`config.mk`:
```
export PLATFORM = sky130hd
export DESIGN_NAME = at_command_line_parser_flat
export DESIGN_NICKNAME = d
export VERILOG_FILES = /design/src/design/atcl_pkg.sv /design/src/design/atcl_in_if.sv /design/src/design/atcl_out_if.sv /design/src/design/atcl_front.sv /design/src/design/atcl_queue.sv /design/src/design/atcl_back.sv /design/src/design/at_command_line_parser.sv /design/src/flat_wrapper.sv
export SDC_FILE = /design/constraint.sdc
export NUM_CORES = 1
export LEC_CHECK = 0
export ABC_AREA = 1
export BUFFER_PORTS_ARGS = -buffer_cell sky130_fd_sc_hd__buf_2
export CAP_MARGIN = 10
export CELL_PAD_IN_SITES_DETAIL_PLACEMENT = 2
export CELL_PAD_IN_SITES_GLOBAL_PLACEMENT = 2
export CORE_UTILIZATION = 40
export CTS_CLUSTER_SIZE = 10
export DETAILED_ROUTE_END_ITERATION = 10
export PLACE_DENSITY_LB_ADDON = 0.3
export SLEW_MARGIN = 20
export SYNTH_ARGS = -nofsm -noshare
export SYNTH_HDL_FRONTEND = slang
export SYNTH_SLANG_ARGS = --single-unit
```
`constraint.sdc`:
```
create_clock -name i_clk -period 12.4 [get_ports i_clk]
set_clock_uncertainty 0.05 [all_clocks]
set_input_delay 2.48 -clock i_clk [delete_from_list [all_inputs] [get_ports i_clk]]
set_output_delay 2.48 -clock i_clk [all_outputs]
set_load 0.05 [all_outputs]
```
`src/design/atcl_pkg.sv`:
```
// atcl_pkg: constants, codes and shared types of the AT command line parser.
// No dependencies; the modules of the block and the bench import it, the interfaces do not.

package atcl_pkg;

    localparam int MAX_ARGS     = 8;
    localparam int MAX_NAME_LEN = 16;
    localparam int MAX_LINE_LEN = 256;

    localparam int NCMDS       = 8;
    localparam int CMD_CHARS   = 9;
    localparam int QUEUE_DEPTH = 4;

    localparam int POS_W      = 8;
    localparam int NAME_LEN_W = $clog2(MAX_NAME_LEN + 1);
    localparam int NARG_W     = $clog2(MAX_ARGS + 1);

    localparam logic [7:0] CH_TAB     = 8'h09;
    localparam logic [7:0] CH_LF      = 8'h0A;
    localparam logic [7:0] CH_CR      = 8'h0D;
    localparam logic [7:0] CH_SPACE   = 8'h20;
    localparam logic [7:0] CH_QUOTE   = 8'h22;
    localparam logic [7:0] CH_COMMA   = 8'h2C;
    localparam logic [7:0] CH_EQUALS  = 8'h3D;
    localparam logic [7:0] CH_QMARK   = 8'h3F;
    localparam logic [7:0] CH_UPPER_A = 8'h41;
    localparam logic [7:0] CH_UPPER_Z = 8'h5A;
    localparam logic [7:0] CH_LOWER_A = 8'h61;
    localparam logic [7:0] CH_LOWER_T = 8'h74;

    typedef enum logic [2:0] {
        PH_PREFIX_A = 3'd0,
        PH_PREFIX_T = 3'd1,
        PH_NAME     = 3'd2,
        PH_QUERY    = 3'd3,
        PH_EQ       = 3'd4,
        PH_ARGS     = 3'd5,
        PH_SKIPWS   = 3'd6,
        PH_IDLE     = 3'd7
    } t_phase;

    typedef enum logic [2:0] {
        MODE_READ   = 3'd0,
        MODE_HELP   = 3'd1,
        MODE_SET    = 3'd2,
        MODE_ACTIVE = 3'd3,
        MODE_BAD    = 3'd4
    } t_mode;

    // names right-justified in CMD_CHARS bytes, first character highest
    localparam logic [8*CMD_CHARS-1:0] CMD_NAME [NCMDS] = '{
        "$reboot", "$shutdown", "$catch", "$isink",
        "$adorecd", "$vdorecd", "$capture", "$time"
    };
    localparam int unsigned CMD_LEN [NCMDS] = '{7, 9, 6, 6, 8, 8, 8, 5};

    // everything one byte causes: an optional argument record and an optional verdict
    typedef struct packed {
        logic       rec_v;
        logic [2:0] rec_num;
        logic [7:0] rec_off;
        logic [7:0] rec_len;
        logic       ver_v;
        logic       known;
        logic [2:0] cmd_idx;
        t_mode      mode;
        logic [3:0] count;
        logic       status;
    } t_bundle;

endpackage

```
`src/design/atcl_in_if.sv`:
```
// atcl_in_if: input byte channel of the AT command line parser.
// Valid/ready handshake with the line byte and end-of-line flag; no dependencies.

interface atcl_in_if;
    logic       valid;
    logic       ready;
    logic [7:0] line_byte;
    logic       end_of_line;

    modport source (output valid, output line_byte, output end_of_line, input ready);
    modport sink   (input valid, input line_byte, input end_of_line, output ready);
endinterface

```
`src/design/atcl_out_if.sv`:
```
// atcl_out_if: result channel of the AT command line parser.
// Valid/ready handshake carrying argument records and line verdicts; no dependencies.

interface atcl_out_if;
    logic       valid;
    logic       ready;
    logic       item_kind;
    logic [2:0] arg_number;
    logic [7:0] arg_offset;
    logic [7:0] arg_length;
    logic       is_known_command;
    logic [2:0] command_index;
    logic [2:0] exec_mode;
    logic [3:0] arg_count;
    logic       verdict_status;
    logic       last_of_run;

    modport source (
        output valid, output item_kind, output arg_number, output arg_offset,
        output arg_length, output is_known_command, output command_index,
        output exec_mode, output arg_count, output verdict_status, output last_of_run,
        input ready
    );
    modport sink (
        input valid, input item_kind, input arg_number, input arg_offset,
        input arg_length, input is_known_command, input command_index,
        input exec_mode, input arg_count, input verdict_status, input last_of_run,
        output ready
    );
endinterface

```
`src/design/atcl_front.sv`:
```
// atcl_front: accepts line bytes, tracks prefix, name, mode and arguments.
// Pushes one bundle per byte that causes results. Depends on atcl_pkg, atcl_in_if.

module atcl_front (
    input  logic              i_clk,
    input  logic              i_rst_n,
    atcl_in_if.sink           i_in,
    input  logic              i_full,
    output logic              o_push,
    output atcl_pkg::t_bundle o_bundle
);
    import atcl_pkg::*;

    typedef struct packed {
        t_phase            phase;
        logic              in_arg;
        logic              in_quote;
        logic [7:0]        start;
        logic [7:0]        len;
        logic [NARG_W-1:0] nargs;
    } t_arg_st;

    typedef struct packed {
        t_arg_st    st;
        logic       rec_v;
        logic [2:0] rec_num;
        logic [7:0] rec_off;
        logic [7:0] rec_len;
    } t_arg_res;

    typedef struct packed {
        logic       found;
        logic [2:0] idx;
    } t_match;

    function automatic logic is_space(input logic [7:0] c);
        return (c == CH_SPACE) || (c >= CH_TAB && c <= CH_CR);
    endfunction

    function automatic logic [7:0] to_lower(input logic [7:0] c);
        return (c >= CH_UPPER_A && c <= CH_UPPER_Z) ? c + 8'd32 : c;
    endfunction

    function automatic logic [7:0] cmd_char(input int i, input logic [NAME_LEN_W-1:0] k);
        logic [7:0] ch;
        int         base;
        ch   = '0;
        base = 0;
        if (int'(k) < int'(CMD_LEN[i])) begin
            base = 8 * (int'(CMD_LEN[i]) - 1 - int'(k));
            ch   = CMD_NAME[i][base +: 8];
        end
        return ch;
    endfunction

    // lowest table entry still matching with the exact length
    function automatic t_match match_cmd(input logic [NCMDS-1:0] mask,
                                         input logic [NAME_LEN_W-1:0] nlen);
        t_match m;
        m = '0;
        for (int i = NCMDS - 1; i >= 0; i--) begin
            if (mask[i] && int'(nlen) == int'(CMD_LEN[i])) begin
                m.found = 1'b1;
                m.idx   = 3'(i);
            end
        end
        return m;
    endfunction

    function automatic logic [7:0] sat_inc(input logic [7:0] v);
        return (v == 8'hFF) ? v : v + 8'd1;
    endfunction

    function automatic logic in_args(input t_phase ph);
        return (ph == PH_ARGS) || (ph == PH_SKIPWS);
    endfunction

    function automatic t_arg_res put_arg(input t_arg_st s);
        t_arg_res r;
        r.st       = s;
        r.rec_v    = 1'b1;
        r.rec_num  = 3'(s.nargs);
        r.rec_off  = s.start;
        r.rec_len  = s.len;
        r.st.nargs = s.nargs + NARG_W'(1);
        r.st.in_arg = 1'b0;
        if (r.st.nargs >= NARG_W'(MAX_ARGS)) begin
            r.st.phase = PH_IDLE;
        end
        return r;
    endfunction

    function automatic t_arg_res arg_byte(input t_arg_st s, input logic [7:0] c,
                                          input logic [7:0] o);
        t_arg_res r;
        logic     skip;
        r      = '0;
        r.st   = s;
        skip   = 1'b0;
        if (r.st.phase == PH_SKIPWS) begin
            if (is_space(c)) skip = 1'b1;
            else             r.st.phase = PH_ARGS;
        end
        if (!skip && !r.st.in_arg) begin
            if (is_space(c)) begin
                skip = 1'b1;
            end else begin
                r.st.in_arg = 1'b1;
                r.st.start  = o;
                r.st.len    = '0;
            end
        end
        if (!skip) begin
            if (r.st.in_quote && c != CH_QUOTE) begin
                r.st.len = sat_inc(r.st.len);
            end else if (c == CH_COMMA) begin
                r = put_arg(r.st);
            end else if (c == CH_QUOTE) begin
                if (!r.st.in_quote) begin
                    // opening quote: argument starts after it
                    r.st.start    = r.st.start + 8'd1;
                    r.st.in_quote = 1'b1;
                end else begin
                    r.st.in_quote = 1'b0;
                    r.st.phase    = PH_SKIPWS;
                end
            end else if (c != CH_CR && c != CH_LF && c != CH_SPACE) begin
                r.st.len = sat_inc(r.st.len);
            end
        end
        return r;
    endfunction

    t_arg_st               r_arg, n_arg;
    logic [POS_W-1:0]      r_pos, n_pos;
    logic [NAME_LEN_W-1:0] r_name_len, n_name_len;
    logic [NCMDS-1:0]      r_mask, n_mask;
    t_mode                 r_mode, n_mode;
    logic                  r_look, n_look;
    logic                  r_too_long, n_too_long;

    logic       w_accept;
    logic       w_eol;
    logic       w_rec_v;
    logic [2:0] w_rec_num;
    logic [7:0] w_rec_off;
    logic [7:0] w_rec_len;
    logic       w_known;
    logic [2:0] w_idx;
    t_mode      w_vmode;
    logic [3:0] w_count;
    logic       w_status;

    assign i_in.ready = !i_full;
    assign w_accept   = i_in.valid && i_in.ready;
    assign w_eol      = i_in.end_of_line;

    // next state
    always_comb begin
        t_arg_res   ar;
        t_match     m_cur;
        t_match     m_new;
        logic [7:0] c;
        logic [7:0] lc;
        c          = i_in.line_byte;
        lc         = to_lower(c);
        ar         = '0;
        m_cur      = match_cmd(r_mask, r_name_len);
        m_new      = '0;
        n_arg      = r_arg;
        n_pos      = r_pos;
        n_name_len = r_name_len;
        n_mask     = r_mask;
        n_mode     = r_mode;
        n_look     = r_look;
        n_too_long = r_too_long;
        w_rec_v    = 1'b0;
        w_rec_num  = '0;
        w_rec_off  = '0;
        w_rec_len  = '0;
        w_known    = 1'b0;
        w_idx      = '0;
        w_vmode    = MODE_BAD;
        w_count    = '0;
        w_status   = 1'b0;

        if (r_too_long) begin
            n_arg.phase    = PH_IDLE;
            n_mode         = MODE_BAD;
            n_arg.in_arg   = 1'b0;
            n_arg.in_quote = 1'b0;
        end else begin
            unique case (r_arg.phase)
                PH_PREFIX_A: begin
                    if (lc == CH_LOWER_A) begin
                        n_arg.phase = PH_PREFIX_T;
                    end else begin
                        n_mode      = MODE_BAD;
                        n_arg.phase = PH_IDLE;
                    end
                end
                PH_PREFIX_T: begin
                    if (lc == CH_LOWER_T) begin
                        n_arg.phase = PH_NAME;
                    end else begin
                        n_mode      = MODE_BAD;
                        n_arg.phase = PH_IDLE;
                    end
                end
                PH_NAME: begin
                    if (r_name_len >= NAME_LEN_W'(MAX_NAME_LEN)) begin
                        n_mode      = MODE_BAD;
                        n_arg.phase = PH_IDLE;
                    end else if (c == CH_QMARK) begin
                        if (w_eol) begin
                            n_mode      = MODE_BAD;
                            n_arg.phase = PH_IDLE;
                        end else begin
                            n_arg.phase = PH_QUERY;
                        end
                    end else if (c == CH_EQUALS) begin
                        if (w_eol) begin
                            n_mode      = MODE_BAD;
                            n_arg.phase = PH_IDLE;
                        end else begin
                            n_arg.phase = PH_EQ;
                            n_look      = 1'b0;
                        end
                    end else if (c == CH_CR || c == CH_LF) begin
                        n_arg.phase = PH_IDLE;
                        n_mode      = w_eol ? MODE_ACTIVE : MODE_BAD;
                    end else begin
                        for (int i = 0; i < NCMDS; i++) begin
                            if (int'(r_name_len) >= int'(CMD_LEN[i]) ||
                                cmd_char(i, r_name_len) != lc) begin
                                n_mask[i] = 1'b0;
                            end
                        end
                        n_name_len = r_name_len + NAME_LEN_W'(1);
                    end
                end
                PH_QUERY: begin
                    n_arg.phase = PH_IDLE;
                    n_mode      = (c == CH_CR && w_eol) ? MODE_READ : MODE_BAD;
                end
                PH_EQ: begin
                    if (!r_look) begin
                        if (c == CH_CR || c == CH_LF) begin
                            n_mode      = MODE_BAD;
                            n_arg.phase = PH_IDLE;
                        end else if (c == CH_QMARK && !w_eol) begin
                            n_look = 1'b1;
                        end else begin
                            n_mode      = MODE_SET;
                            n_arg.phase = m_cur.found ? PH_ARGS : PH_IDLE;
                            if (m_cur.found) begin
                                ar    = arg_byte(n_arg, c, r_pos);
                                n_arg = ar.st;
                            end
                        end
                    end else begin
                        n_look = 1'b0;
                        if (c == CH_CR && w_eol) begin
                            n_mode      = MODE_HELP;
                            n_arg.phase = PH_IDLE;
                        end else begin
                            n_mode      = MODE_SET;
                            n_arg.phase = m_cur.found ? PH_ARGS : PH_IDLE;
                            if (m_cur.found) begin
                                // held question mark goes in at its own offset
                                ar    = arg_byte(n_arg, CH_QMARK, r_pos - 8'd1);
                                n_arg = ar.st;
                                if (in_args(n_arg.phase)) begin
                                    ar    = arg_byte(n_arg, c, r_pos);
                                    n_arg = ar.st;
                                end
                            end
                        end
                    end
                end
                PH_ARGS, PH_SKIPWS: begin
                    ar    = arg_byte(n_arg, c, r_pos);
                    n_arg = ar.st;
                end
                PH_IDLE: begin
                end
                default: begin
                end
            endcase
            if (ar.rec_v) begin
                w_rec_v   = 1'b1;
                w_rec_num = ar.rec_num;
                w_rec_off = ar.rec_off;
                w_rec_len = ar.rec_len;
            end
            if (r_pos >= POS_W'(MAX_LINE_LEN - 1)) n_too_long = 1'b1;
            else                                  n_pos      = r_pos + POS_W'(1);
        end

        if (w_eol) begin
            if (in_args(n_arg.phase) && n_arg.in_arg) begin
                ar        = put_arg(n_arg);
                n_arg     = ar.st;
                w_rec_v   = 1'b1;
                w_rec_num = ar.rec_num;
                w_rec_off = ar.rec_off;
                w_rec_len = ar.rec_len;
            end
            m_new    = match_cmd(n_mask, n_name_len);
            w_known  = (n_mode != MODE_BAD) && m_new.found;
            w_idx    = w_known ? m_new.idx : 3'd0;
            w_vmode  = n_mode;
            w_count  = (w_known && n_mode == MODE_SET && !n_arg.in_quote) ?
                       4'(n_arg.nargs) : 4'd0;
            w_status = w_known && (n_mode == MODE_SET) && (w_count == 4'd0);

            n_arg.phase    = PH_PREFIX_A;
            n_arg.in_arg   = 1'b0;
            n_arg.in_quote = 1'b0;
            n_arg.start    = '0;
            n_arg.len      = '0;
            n_arg.nargs    = '0;
            n_pos          = '0;
            n_name_len     = '0;
            n_mask         = '1;
            n_mode         = MODE_BAD;
            n_look         = 1'b0;
            n_too_long     = 1'b0;
        end
    end

    // outputs
    always_comb begin
        o_push           = w_accept && (w_rec_v || w_eol);
        o_bundle.rec_v   = w_rec_v;
        o_bundle.rec_num = w_rec_num;
        o_bundle.rec_off = w_rec_off;
        o_bundle.rec_len = w_rec_len;
        o_bundle.ver_v   = w_eol;
        o_bundle.known   = w_known;
        o_bundle.cmd_idx = w_idx;
        o_bundle.mode    = w_vmode;
        o_bundle.count   = w_count;
        o_bundle.status  = w_status;
    end

    always_ff @(posedge i_clk) begin
        if (!i_rst_n) begin
            r_arg.phase    <= PH_PREFIX_A;
            r_arg.in_arg   <= 1'b0;
            r_arg.in_quote <= 1'b0;
            r_arg.start    <= '0;
            r_arg.len      <= '0;
            r_arg.nargs    <= '0;
            r_pos          <= '0;
            r_name_len     <= '0;
            r_mask         <= '1;
            r_mode         <= MODE_BAD;
            r_look         <= 1'b0;
            r_too_long     <= 1'b0;
        end else if (w_accept) begin
            r_arg      <= n_arg;
            r_pos      <= n_pos;
            r_name_len <= n_name_len;
            r_mask     <= n_mask;
            r_mode     <= n_mode;
            r_look     <= n_look;
            r_too_long <= n_too_long;
        end
    end

endmodule

```
`src/design/atcl_queue.sv`:
```
// atcl_queue: short FIFO of result bundles between front and back end.
// Register array with read and write pointers. Depends on atcl_pkg.

module atcl_queue (
    input  logic              i_clk,
    input  logic              i_rst_n,
    input  logic              i_push,
    input  atcl_pkg::t_bundle i_data,
    output logic              o_full,
    input  logic              i_pop,
    output logic              o_empty,
    output atcl_pkg::t_bundle o_data
);
    import atcl_pkg::*;

    localparam int PTR_W = (QUEUE_DEPTH > 1) ? $clog2(QUEUE_DEPTH) : 1;
    localparam int CNT_W = $clog2(QUEUE_DEPTH + 1);

    function automatic logic [PTR_W-1:0] ptr_inc(input logic [PTR_W-1:0] p);
        return (p == PTR_W'(QUEUE_DEPTH - 1)) ? '0 : p + PTR_W'(1);
    endfunction

    t_bundle          r_mem [QUEUE_DEPTH];
    logic [PTR_W-1:0] r_wr_ptr, n_wr_ptr;
    logic [PTR_W-1:0] r_rd_ptr, n_rd_ptr;
    logic [CNT_W-1:0] r_count, n_count;

    assign o_full  = (r_count == CNT_W'(QUEUE_DEPTH));
    assign o_empty = (r_count == '0);
    assign o_data  = r_mem[r_rd_ptr];

    always_comb begin
        n_wr_ptr = i_push ? ptr_inc(r_wr_ptr) : r_wr_ptr;
        n_rd_ptr = i_pop  ? ptr_inc(r_rd_ptr) : r_rd_ptr;
        n_count  = r_count;
        if (i_push && !i_pop)      n_count = r_count + CNT_W'(1);
        else if (!i_push && i_pop) n_count = r_count - CNT_W'(1);
    end

    always_ff @(posedge i_clk) begin
        if (i_push) begin
            r_mem[r_wr_ptr] <= i_data;
        end
    end

    always_ff @(posedge i_clk) begin
        if (!i_rst_n) begin
            r_wr_ptr <= '0;
            r_rd_ptr <= '0;
            r_count  <= '0;
        end else begin
            r_wr_ptr <= n_wr_ptr;
            r_rd_ptr <= n_rd_ptr;
            r_count  <= n_count;
        end
    end

endmodule

```
`src/design/atcl_back.sv`:
```
// atcl_back: unpacks queued bundles into single results on the output channel.
// Record first, then the verdict of the same byte. Depends on atcl_pkg, atcl_out_if.

module atcl_back (
    input  logic              i_clk,
    input  logic              i_rst_n,
    input  logic              i_empty,
    input  atcl_pkg::t_bundle i_data,
    output logic              o_pop,
    atcl_out_if.source        o_out
);
    import atcl_pkg::*;

    typedef struct packed {
        logic       item_kind;
        logic [2:0] arg_number;
        logic [7:0] arg_offset;
        logic [7:0] arg_length;
        logic       is_known_command;
        logic [2:0] command_index;
        logic [2:0] exec_mode;
        logic [3:0] arg_count;
        logic       verdict_status;
        logic       last_of_run;
    } t_result;

    function automatic t_result mk_rec(input t_bundle b);
        t_result r;
        r            = '0;
        r.arg_number = b.rec_num;
        r.arg_offset = b.rec_off;
        r.arg_length = b.rec_len;
        r.last_of_run = !b.ver_v;
        return r;
    endfunction

    function automatic t_result mk_ver(input t_bundle b);
        t_result r;
        r                  = '0;
        r.item_kind        = 1'b1;
        r.is_known_command = b.known;
        r.command_index    = b.cmd_idx;
        r.exec_mode        = 3'(b.mode);
        r.arg_count        = b.count;
        r.verdict_status   = b.status;
        r.last_of_run      = 1'b1;
        return r;
    endfunction

    logic    r_valid, n_valid;
    logic    r_pend, n_pend;
    t_result r_res, n_res;
    t_result r_held, n_held;
    logic    w_load;

    assign w_load = !r_valid || o_out.ready;
    assign o_pop  = w_load && !r_pend && !i_empty;

    always_comb begin
        n_valid = r_valid;
        n_pend  = r_pend;
        n_res   = r_res;
        n_held  = r_held;
        if (w_load) begin
            if (r_pend) begin
                n_res   = r_held;
                n_valid = 1'b1;
                n_pend  = 1'b0;
            end else if (!i_empty) begin
                n_valid = 1'b1;
                if (i_data.rec_v) begin
                    n_res  = mk_rec(i_data);
                    n_held = mk_ver(i_data);
                    n_pend = i_data.ver_v;
                end else begin
                    n_res = mk_ver(i_data);
                end
            end else begin
                n_valid = 1'b0;
            end
        end
    end

    always_ff @(posedge i_clk) begin
        r_res  <= n_res;
        r_held <= n_held;
    end

    always_ff @(posedge i_clk) begin
        if (!i_rst_n) begin
            r_valid <= 1'b0;
            r_pend  <= 1'b0;
        end else begin
            r_valid <= n_valid;
            r_pend  <= n_pend;
        end
    end

    assign o_out.valid            = r_valid;
    assign o_out.item_kind        = r_res.item_kind;
    assign o_out.arg_number       = r_res.arg_number;
    assign o_out.arg_offset       = r_res.arg_offset;
    assign o_out.arg_length       = r_res.arg_length;
    assign o_out.is_known_command = r_res.is_known_command;
    assign o_out.command_index    = r_res.command_index;
    assign o_out.exec_mode        = r_res.exec_mode;
    assign o_out.arg_count        = r_res.arg_count;
    assign o_out.verdict_status   = r_res.verdict_status;
    assign o_out.last_of_run      = r_res.last_of_run;

endmodule

```
`src/design/at_command_line_parser.sv`:
```
// at_command_line_parser: top level; front end, result queue and back end.
// Depends on atcl_pkg, atcl_in_if, atcl_out_if, atcl_front, atcl_queue, atcl_back.
//
//  port    | dir | carries                                  | accepted when
//  --------+-----+------------------------------------------+-------------------
//  i_in    | in  | line_byte, end_of_line                   | valid && ready
//  o_out   | out | argument record or line verdict          | valid && ready
//
// One byte is taken per cycle; the front end updates the line state in the
// cycle it accepts a byte. A byte that ends an argument and the line yields two
// results, which leave the output register one after the other. The
// four-entry queue lets the front end run while the output is stalled;
// ready drops only when the queue is full. Reset is synchronous and active low.

module at_command_line_parser (
    input  logic       i_clk,
    input  logic       i_rst_n,
    atcl_in_if.sink    i_in,
    atcl_out_if.source o_out
);
    import atcl_pkg::*;

    t_bundle w_push_data;
    t_bundle w_pop_data;
    logic    w_push;
    logic    w_pop;
    logic    w_full;
    logic    w_empty;

    atcl_front u_front (
        .i_clk    (i_clk),
        .i_rst_n  (i_rst_n),
        .i_in     (i_in),
        .i_full   (w_full),
        .o_push   (w_push),
        .o_bundle (w_push_data)
    );

    atcl_queue u_queue (
        .i_clk   (i_clk),
        .i_rst_n (i_rst_n),
        .i_push  (w_push),
        .i_data  (w_push_data),
        .o_full  (w_full),
        .i_pop   (w_pop),
        .o_empty (w_empty),
        .o_data  (w_pop_data)
    );

    atcl_back u_back (
        .i_clk   (i_clk),
        .i_rst_n (i_rst_n),
        .i_empty (w_empty),
        .i_data  (w_pop_data),
        .o_pop   (w_pop),
        .o_out   (o_out)
    );

endmodule

```
`src/flat_wrapper.sv`:
```
// flat-port wrapper written by rule: the top's interface ports become plain ports
module at_command_line_parser_flat import atcl_pkg::*;
  (i_clk, i_rst_n, i_in_valid, i_in_line_byte, i_in_end_of_line, i_in_ready, o_out_valid, o_out_item_kind, o_out_arg_number, o_out_arg_offset, o_out_arg_length, o_out_is_known_command, o_out_command_index, o_out_exec_mode, o_out_arg_count, o_out_verdict_status, o_out_last_of_run, o_out_ready);
  atcl_in_if i_in_i ();
  atcl_out_if o_out_i ();
  input  logic i_clk;
  input  logic i_rst_n;
  input wire logic [$bits(i_in_i.valid)-1:0] i_in_valid;
  input wire logic [$bits(i_in_i.line_byte)-1:0] i_in_line_byte;
  input wire logic [$bits(i_in_i.end_of_line)-1:0] i_in_end_of_line;
  output wire logic [$bits(i_in_i.ready)-1:0] i_in_ready;
  output wire logic [$bits(o_out_i.valid)-1:0] o_out_valid;
  output wire logic [$bits(o_out_i.item_kind)-1:0] o_out_item_kind;
  output wire logic [$bits(o_out_i.arg_number)-1:0] o_out_arg_number;
  output wire logic [$bits(o_out_i.arg_offset)-1:0] o_out_arg_offset;
  output wire logic [$bits(o_out_i.arg_length)-1:0] o_out_arg_length;
  output wire logic [$bits(o_out_i.is_known_command)-1:0] o_out_is_known_command;
  output wire logic [$bits(o_out_i.command_index)-1:0] o_out_command_index;
  output wire logic [$bits(o_out_i.exec_mode)-1:0] o_out_exec_mode;
  output wire logic [$bits(o_out_i.arg_count)-1:0] o_out_arg_count;
  output wire logic [$bits(o_out_i.verdict_status)-1:0] o_out_verdict_status;
  output wire logic [$bits(o_out_i.last_of_run)-1:0] o_out_last_of_run;
  input wire logic [$bits(o_out_i.ready)-1:0] o_out_ready;
  assign i_in_i.valid = i_in_valid;
  assign i_in_i.line_byte = i_in_line_byte;
  assign i_in_i.end_of_line = i_in_end_of_line;
  assign i_in_ready = i_in_i.ready;
  assign o_out_valid = o_out_i.valid;
  assign o_out_item_kind = o_out_i.item_kind;
  assign o_out_arg_number = o_out_i.arg_number;
  assign o_out_arg_offset = o_out_i.arg_offset;
  assign o_out_arg_length = o_out_i.arg_length;
  assign o_out_is_known_command = o_out_i.is_known_command;
  assign o_out_command_index = o_out_i.command_index;
  assign o_out_exec_mode = o_out_i.exec_mode;
  assign o_out_arg_count = o_out_i.arg_count;
  assign o_out_verdict_status = o_out_i.verdict_status;
  assign o_out_last_of_run = o_out_i.last_of_run;
  assign o_out_i.ready = o_out_ready;
  at_command_line_parser u_core (.i_clk(i_clk), .i_rst_n(i_rst_n), .i_in(i_in_i), .o_out(o_out_i));
endmodule
```
---- Word level (Yosys, flattened, before mapping) ----
Memories as Yosys holds them, arrays and structs flattened. A register that Yosys moved wholly into a read port is not among the register bits.
Cells that the tools add are included.
word-level totals
  bits in registers ....................... 105
  memory bits (writable) .................. 132
  input bits .............................. 13
  output and inout port bits .............. 35
  memories ................................ 1
operators by class
  $add $sub $neg .......................... 22
  order comparisons ....................... 17
  equal/unequal tests ..................... 57
  shift-type cells ........................ 8
  muxes and demuxes ....................... 352
  bitwise gates (word level) .............. 2
  reduce and logical (&&, ||, !) cells .... 75
memory list
  name                  words  width  read ports  clocked after Yosys merged registers in  wr ports  line              text
  u_core.u_queue.r_mem  4      33     1           1                                        1         atcl_queue.sv:23  t_bundle r_mem [QUEUE_DEPTH];
operators with widths
  kind                       count
  $mux W8                    96
  $mux W45                   15
  $shiftx A72 B9 Y8 const A  8
  $mux W16                   25
  $mux W20                   9
  $mux W3                    52
  $mux W25                   6
  $mux W24                   6
  $mux W1                    84
  $mux W4                    20
  $mux W33                   2
  $add A8 B1 Y8 const B      8
  $ne A8 B8 Y1               8
  $mux W13                   4
  $mux W17                   3
  $mux W22                   2
  $pmux W22 S2               1
  $eq A8 B6 Y1 const B       5
  $mux W5                    8
  $pmux W20 S2               1
  $logic_and A1 B1 Y1        37
  $eq A8 B8 Y1 const B       4
  $eq A5 B4 Y1 const B       6
  $eq A3 B3 Y1 const B       9
  49 further kinds           114

---- Logic depth before layout (Yosys ltp) ----
  word-level depth ........................ 65
  mapped depth ............................ 27
  depth with buffers taken out ............ 25

---- Hierarchy ----
A second synthesis with hierarchy kept.
second synthesis, totals
  cells, all modules ...................... 2236
  area, all modules ....................... 16250.6 sq um
modules (own cells, without submodules)
  module      times used  cells an instance  area each (sq um)  sequential area each (sq um)
  atcl_front  1           1712               9076.2             1021.0
  atcl_queue  1           378                5363.9             4144.0
  atcl_back   1           146                1810.5             1391.3

---- Worst setup path before layout ----
Ideal clock, no wire load.
  path kind ............................... input to register
  from .................................... input i_in_line_byte[3]
  to ...................................... memory u_core.u_queue.r_mem[3][0] (netlist bit), enable pin
  setup time .............................. 0.423 ns
  arrival ................................. 5.897 ns
  data required time ...................... 11.927 ns
  path slack .............................. 6.030 ns
  stages .................................. 14
  cell sequence ........................... buf_4 -> nor2_4 -> inv_2 -> nor3_4 -> inv_1 -> ha_1 -> inv_1 -> nand2_1 -> buf_2 -> nor2_1 -> o21ai_1 -> a21oi_1 -> inv_2 -> nor2_1
on the way
  word-level cells in the longest chain between the ends .. 42
  elaborated cells between the ends (all ways) .. 156
  classes of those cells .................. add/sub (1); order compare (4); eq/ne (12); mux (122); reduce/logical (17)
ends and longest elaborated chain
  item                                                 line                                  text
  start, declared                                      flat_wrapper.sv:9                     input wire logic [$bits(i_in_i.line_byte)-1:0] i_in_line_byte;
  $ge A8 B4 Y1 / $le A8 B4 Y1 (equally long branches)  atcl_front.sv:37                      return (c == CH_SPACE) || (c >= CH_TAB && c <= CH_CR);
  $logic_and A1 B1 Y1                                  atcl_front.sv:37
  $logic_or A1 B1 Y1                                   atcl_front.sv:37
  $mux W1                                              atcl_front.sv:101                     if (is_space(c)) skip = 1'b1;
  $mux W1                                              atcl_front.sv:100                     if (r.st.phase == PH_SKIPWS) begin
  $mux W1 (on tied branches)                           atcl_front.sv:256, atcl_front.sv:273
  $mux W1 (on tied branches)                           atcl_front.sv:251, atcl_front.sv:269
  $mux W1 (on tied branches)                           atcl_front.sv:248, atcl_front.sv:263
  [27 not listed]                                      n/a
  $logic_and A1 B1 Y1                                  atcl_front.sv:301                     if (in_args(n_arg.phase) && n_arg.in_arg) begin
  $mux W1                                              atcl_front.sv:301
  $mux W1 (*)                                          atcl_front.sv:300                     if (w_eol) begin
  $logic_or A1 B1 Y1 (*)                               atcl_front.sv:334                     o_push = w_accept && (w_rec_v || w_eol);
  $logic_and A1 B1 Y1 (*)                              atcl_front.sv:334
  via u_core.u_front.o_push                            atcl_front.sv:9                       output logic o_push,
  $mux W1 (*)                                          atcl_queue.sv:41                      if (i_push) begin
  $mux W1 (implied by the code) (*)                    atcl_queue.sv:42                      r_mem[r_wr_ptr] <= i_data;
  end, declared                                        atcl_queue.sv:23
Mark *: on every way through the listed nets, which the timed path passes. The rest lies on a longest branch. The select of a mux whose other input is x is not followed.

==> out/qor.tcl <==
set qor(cpLargestDelayFamily) {simple AND/OR/NAND/NOR gates}
set qor(synthMostInstantiatedCell) {sky130_fd_sc_hd__nand2_1}
set qor(drt_first_iter_violations) 1805
set qor(timing.critical_path.from_type) {input pin}
set qor(hp-class) {reg2reg}
set qor(antenna_diodes) 0
set qor(clk_root_buffer_cell) {sky130_fd_sc_hd__clkbuf_16}
set qor(asyncSetResetFlopFracSynth) 0
set qor(synth_cells) 2214
set qor(flow.area_growth_from_synthesis_pct) 9.86
set qor(critical_path.most_common_cell) {sky130_fd_sc_hd__inv_1}
set qor(clock.fmax_mhz) 142
set qor(ys_dominant_reg_cell) {sky130_fd_sc_hd__edfxtp_1}
set qor(final_nets) 2269
set qor(synth_cell_types) 57
set qor(design.core.area_mm2) 0.0390
set qor(global_route.overflow_total) 0
set qor(post_cts_resized) 0
set qor(synth_seq_cells) 239
set qor(synth_edf_count) 177
set qor(finalHoldWorstSlack_ps) 464
set qor(cts_hold_buf) 0
set qor(layout-drive-gt1-share) 0.0868
set qor(total_iterations_of_the_first_detailed_routing_run) 5
set qor(vias_per_cell) 6.22
set qor(start_util) 0.409
set qor(wire_per_inst_um) 28.2
set qor(timing.final.crit_share) 0.569
set qor(first_global_vias) 17700
set qor(cts-buffers-inserted) 29
set qor(worst-setup-path-type) {in2reg}
set qor(detail_route.wirelength_um) 78000
set qor(cts_num_sinks) 239
set qor(antenna_found_initial) 1
set qor(syn_avg_cell_area_um2) 7.21
set qor(setup_repair_bufs_after_cts) 0
set qor(cts_tree) {yes}
set qor(ys_top_cells_by_area) {sky130_fd_sc_hd__edfxtp_1 33%, sky130_fd_sc_hd__nand2_1 13%, sky130_fd_sc_hd__dfxtp_1 7.8%}
set qor(run_status) {finished, final reports clean}
set qor(crit_path_cell_trace) {buf_2 -> inv_2 -> nor2_4 -> inv_1 -> nor3_4 -> inv_1 -> ha_1 -> inv_1 -> nand2_1 -> inv_1 -> nand2_1 -> a21oi_1 -> nor2_1 -> nand3_1 -> nand3_1 -> nand2_1 -> nand2_2 -> nor2_2 -> inv_2 -> o21ai_1}
set qor(maxSlewViolCount) 0
set qor(cts_buffer_depth) 3
set qor(gpl.final_weighted_congestion) 0.934
set qor(period_minus_ws_final_ps) 7060
set qor(grt_setup_unrepaired) {no}
set qor(io_buffers) 47
set qor(grt_use_total) 0.348
set qor(detailroute.via_count) 17200
set qor(floorplan.die.height_um) 202
set qor(path_buf_inv) 7
set qor(h_tree_levels) 1
set qor(seq_area_frac_synth) 0.411
set qor(floorplan.io_pins) 48
set qor(cp_slowest_cell) {sky130_fd_sc_hd__nor2_2}
set qor(synthTopCellsByCount) {563 x sky130_fd_sc_hd__nand2_1, 277 x sky130_fd_sc_hd__nor2_1, 232 x sky130_fd_sc_hd__nand3_1, 192 x sky130_fd_sc_hd__inv_1, 177 x sky130_fd_sc_hd__edfxtp_1}
set qor(synth_largest_type_area_fraction) 0.333
set qor(peakVddDrop_mv) 0.104
set qor(die_x_um) 202
set qor(antenna_violating_nets_post_route) 0
set qor(kind_of_end_point_of_the_critical_path) {flop}
set qor(slew_headroom) 0.235
set qor(core.rowCount) 72
set qor(dp_hpwl_um) 50600
set qor(synth_area_mm2) 0.0160
set qor(report.final.hold_viol_count) 0
set qor(clk_latency_ps) 560
set qor(remaining_drc_errors) 0
set qor(tightestPinTransition_ps) 1150
set qor(wire_length_of_the_first_global_routing_pass_um) 109000
set qor(totalNegativeSetupSlack_ps) 0
set qor(syn_nets) 2259
set qor(synth-warning-count) 0
set qor(finalSetupViolCount) 0
set qor(grt_start_max_net_pins) 68
set qor(static_leakage_uw) 0.00723
set qor(critical-path-max-stage-delay_ps) 880
set qor(timing.critical_path.fanout_max) 20
set qor(final_core_utilization) 0.450
set qor(cap_violations) 0
set qor(worst_path_clk_slew_ps) 60
set qor(synth_largest_area_cell) {sky130_fd_sc_hd__edfxtp_1}
set qor(dieArea_mm2) 0.0407
set qor(cp.required_ps) 12630
set qor(worstPathArrival_ps) 7280
set qor(powerDensity_mw_per_mm2) 175
## per-stage QoR
step                      std cells  power (µW)  setup slack [ps]  instance area (µm²)
after floorplan                2214        1790              6030                16000
after global placement         2708        2040              5400                16600
after detailed placement       2708        2120              5060                16600
after CTS                      2762        2990              5610                17500
after global routing           2765        3160              5080                17500
final                          2765        3070              5340                17500
## state kept, by name (all words and copies together) (netlist names), 3 cells and up, named ones only
signal	count
u_core.u_back.o_out.arg_number	3
u_core.u_back.r_held	12
u_core.u_queue.r_mem	132
u_core.u_queue.r_count	3
u_core.u_back.o_out.exec_mode	3
u_core.u_front.r_pos	8
u_core.u_front.r_name_len	5
u_core.u_back.o_out.arg_offset	8
u_core.u_back.o_out.arg_length	8
u_core.u_front.r_mode	3
u_core.u_front.r_mask	8
u_core.u_front.r_arg	25
u_core.u_back.o_out.arg_count	4
u_core.u_back.o_out.command_index	3
## power breakdown
| group | total (µW) | switching, µW | leakage, µW | internal, µW |
|---|---|---|---|---|
| clock network | 867 | 382 | 0.000420 | 485 |
| registers | 1100 | 70.7 | 0.00204 | 1020 |
| logic | 1110 | 872 | 0.00477 | 236 |
| total | 3070 | 1330 | 0.00723 | 1750 |
## final timing paths
check                               start                          end  slack [ps]  cells past startpoint
max                     i_in_line_byte[1]  u_core.u_queue.r_mem[2][21]        5340                     20
min              u_core.u_front.r_mask[1]     u_core.u_front.r_mask[1]         460                      2
max reg2reg  u_core.u_front.r_name_len[1]  u_core.u_queue.r_mem[2][21]        6250                     17
min reg2reg      u_core.u_front.r_mask[1]     u_core.u_front.r_mask[1]         460                      2
## cell families after synthesis
family,share of synthesized area
compound gates,0.143
flops,0.411
xor+xnor,0.0215
buf+inv,0.0773
simple gates,0.322
fa+ha+maj,0.0255
## final cells by class
cell class,instances,area (µm²)
clock buffer,49,811
tap,518,648
sequential,239,6560
inverter,222,836
fill,4560,21500
multi-input combinational,1669,8210
timing repair buffer,63,400
clock inverter,5,83.8
## routing by layer
metal | wire length [µm] | global-route usage
met4 | 2680 | 0.0979
met3 | 5400 | 0.0364
met2 | 36800 | 0.577
met5 | 11 | 0
met1 | 33100 | 0.479
## cell usage in the layout (no fill, tap or decap), types with 4 or more instances in the layout
master and n:
sky130_fd_sc_hd__o31ai_1 6, sky130_fd_sc_hd__o21ai_2 5, sky130_fd_sc_hd__nor4_1 4, sky130_fd_sc_hd__xnor2_1 6
sky130_fd_sc_hd__o21ai_0 164, sky130_fd_sc_hd__clkbuf_16 29, sky130_fd_sc_hd__clkinv_1 5, sky130_fd_sc_hd__nand2_1 563
sky130_fd_sc_hd__nand2_2 13, sky130_fd_sc_hd__ha_1 31, sky130_fd_sc_hd__a31oi_1 4, sky130_fd_sc_hd__nor2_4 7
sky130_fd_sc_hd__a22oi_1 11, sky130_fd_sc_hd__o22ai_1 27, sky130_fd_sc_hd__dfxtp_1 61, sky130_fd_sc_hd__or2_2 4
sky130_fd_sc_hd__nand4_1 31, sky130_fd_sc_hd__nor2_2 24, sky130_fd_sc_hd__nand3b_1 4, sky130_fd_sc_hd__o21ai_1 12
sky130_fd_sc_hd__nor3_1 30, sky130_fd_sc_hd__inv_2 24, sky130_fd_sc_hd__a22o_1 12, sky130_fd_sc_hd__clkbuf_1 19
sky130_fd_sc_hd__inv_1 192, sky130_fd_sc_hd__a21oi_1 127, sky130_fd_sc_hd__buf_4 13, sky130_fd_sc_hd__o211ai_1 16
sky130_fd_sc_hd__xor2_1 30, sky130_fd_sc_hd__nor2_1 271, sky130_fd_sc_hd__nand2_4 4, sky130_fd_sc_hd__buf_2 47
sky130_fd_sc_hd__nand3_1 232, sky130_fd_sc_hd__edfxtp_1 177
## tightest hold or removal path: stages, from the launching register on
cell	delay [ps]
sky130_fd_sc_hd__dfxtp_1	330
sky130_fd_sc_hd__o21ai_0	80
sky130_fd_sc_hd__nand2_1	50
Note: power is estimated with default switching activity, not from simulation.
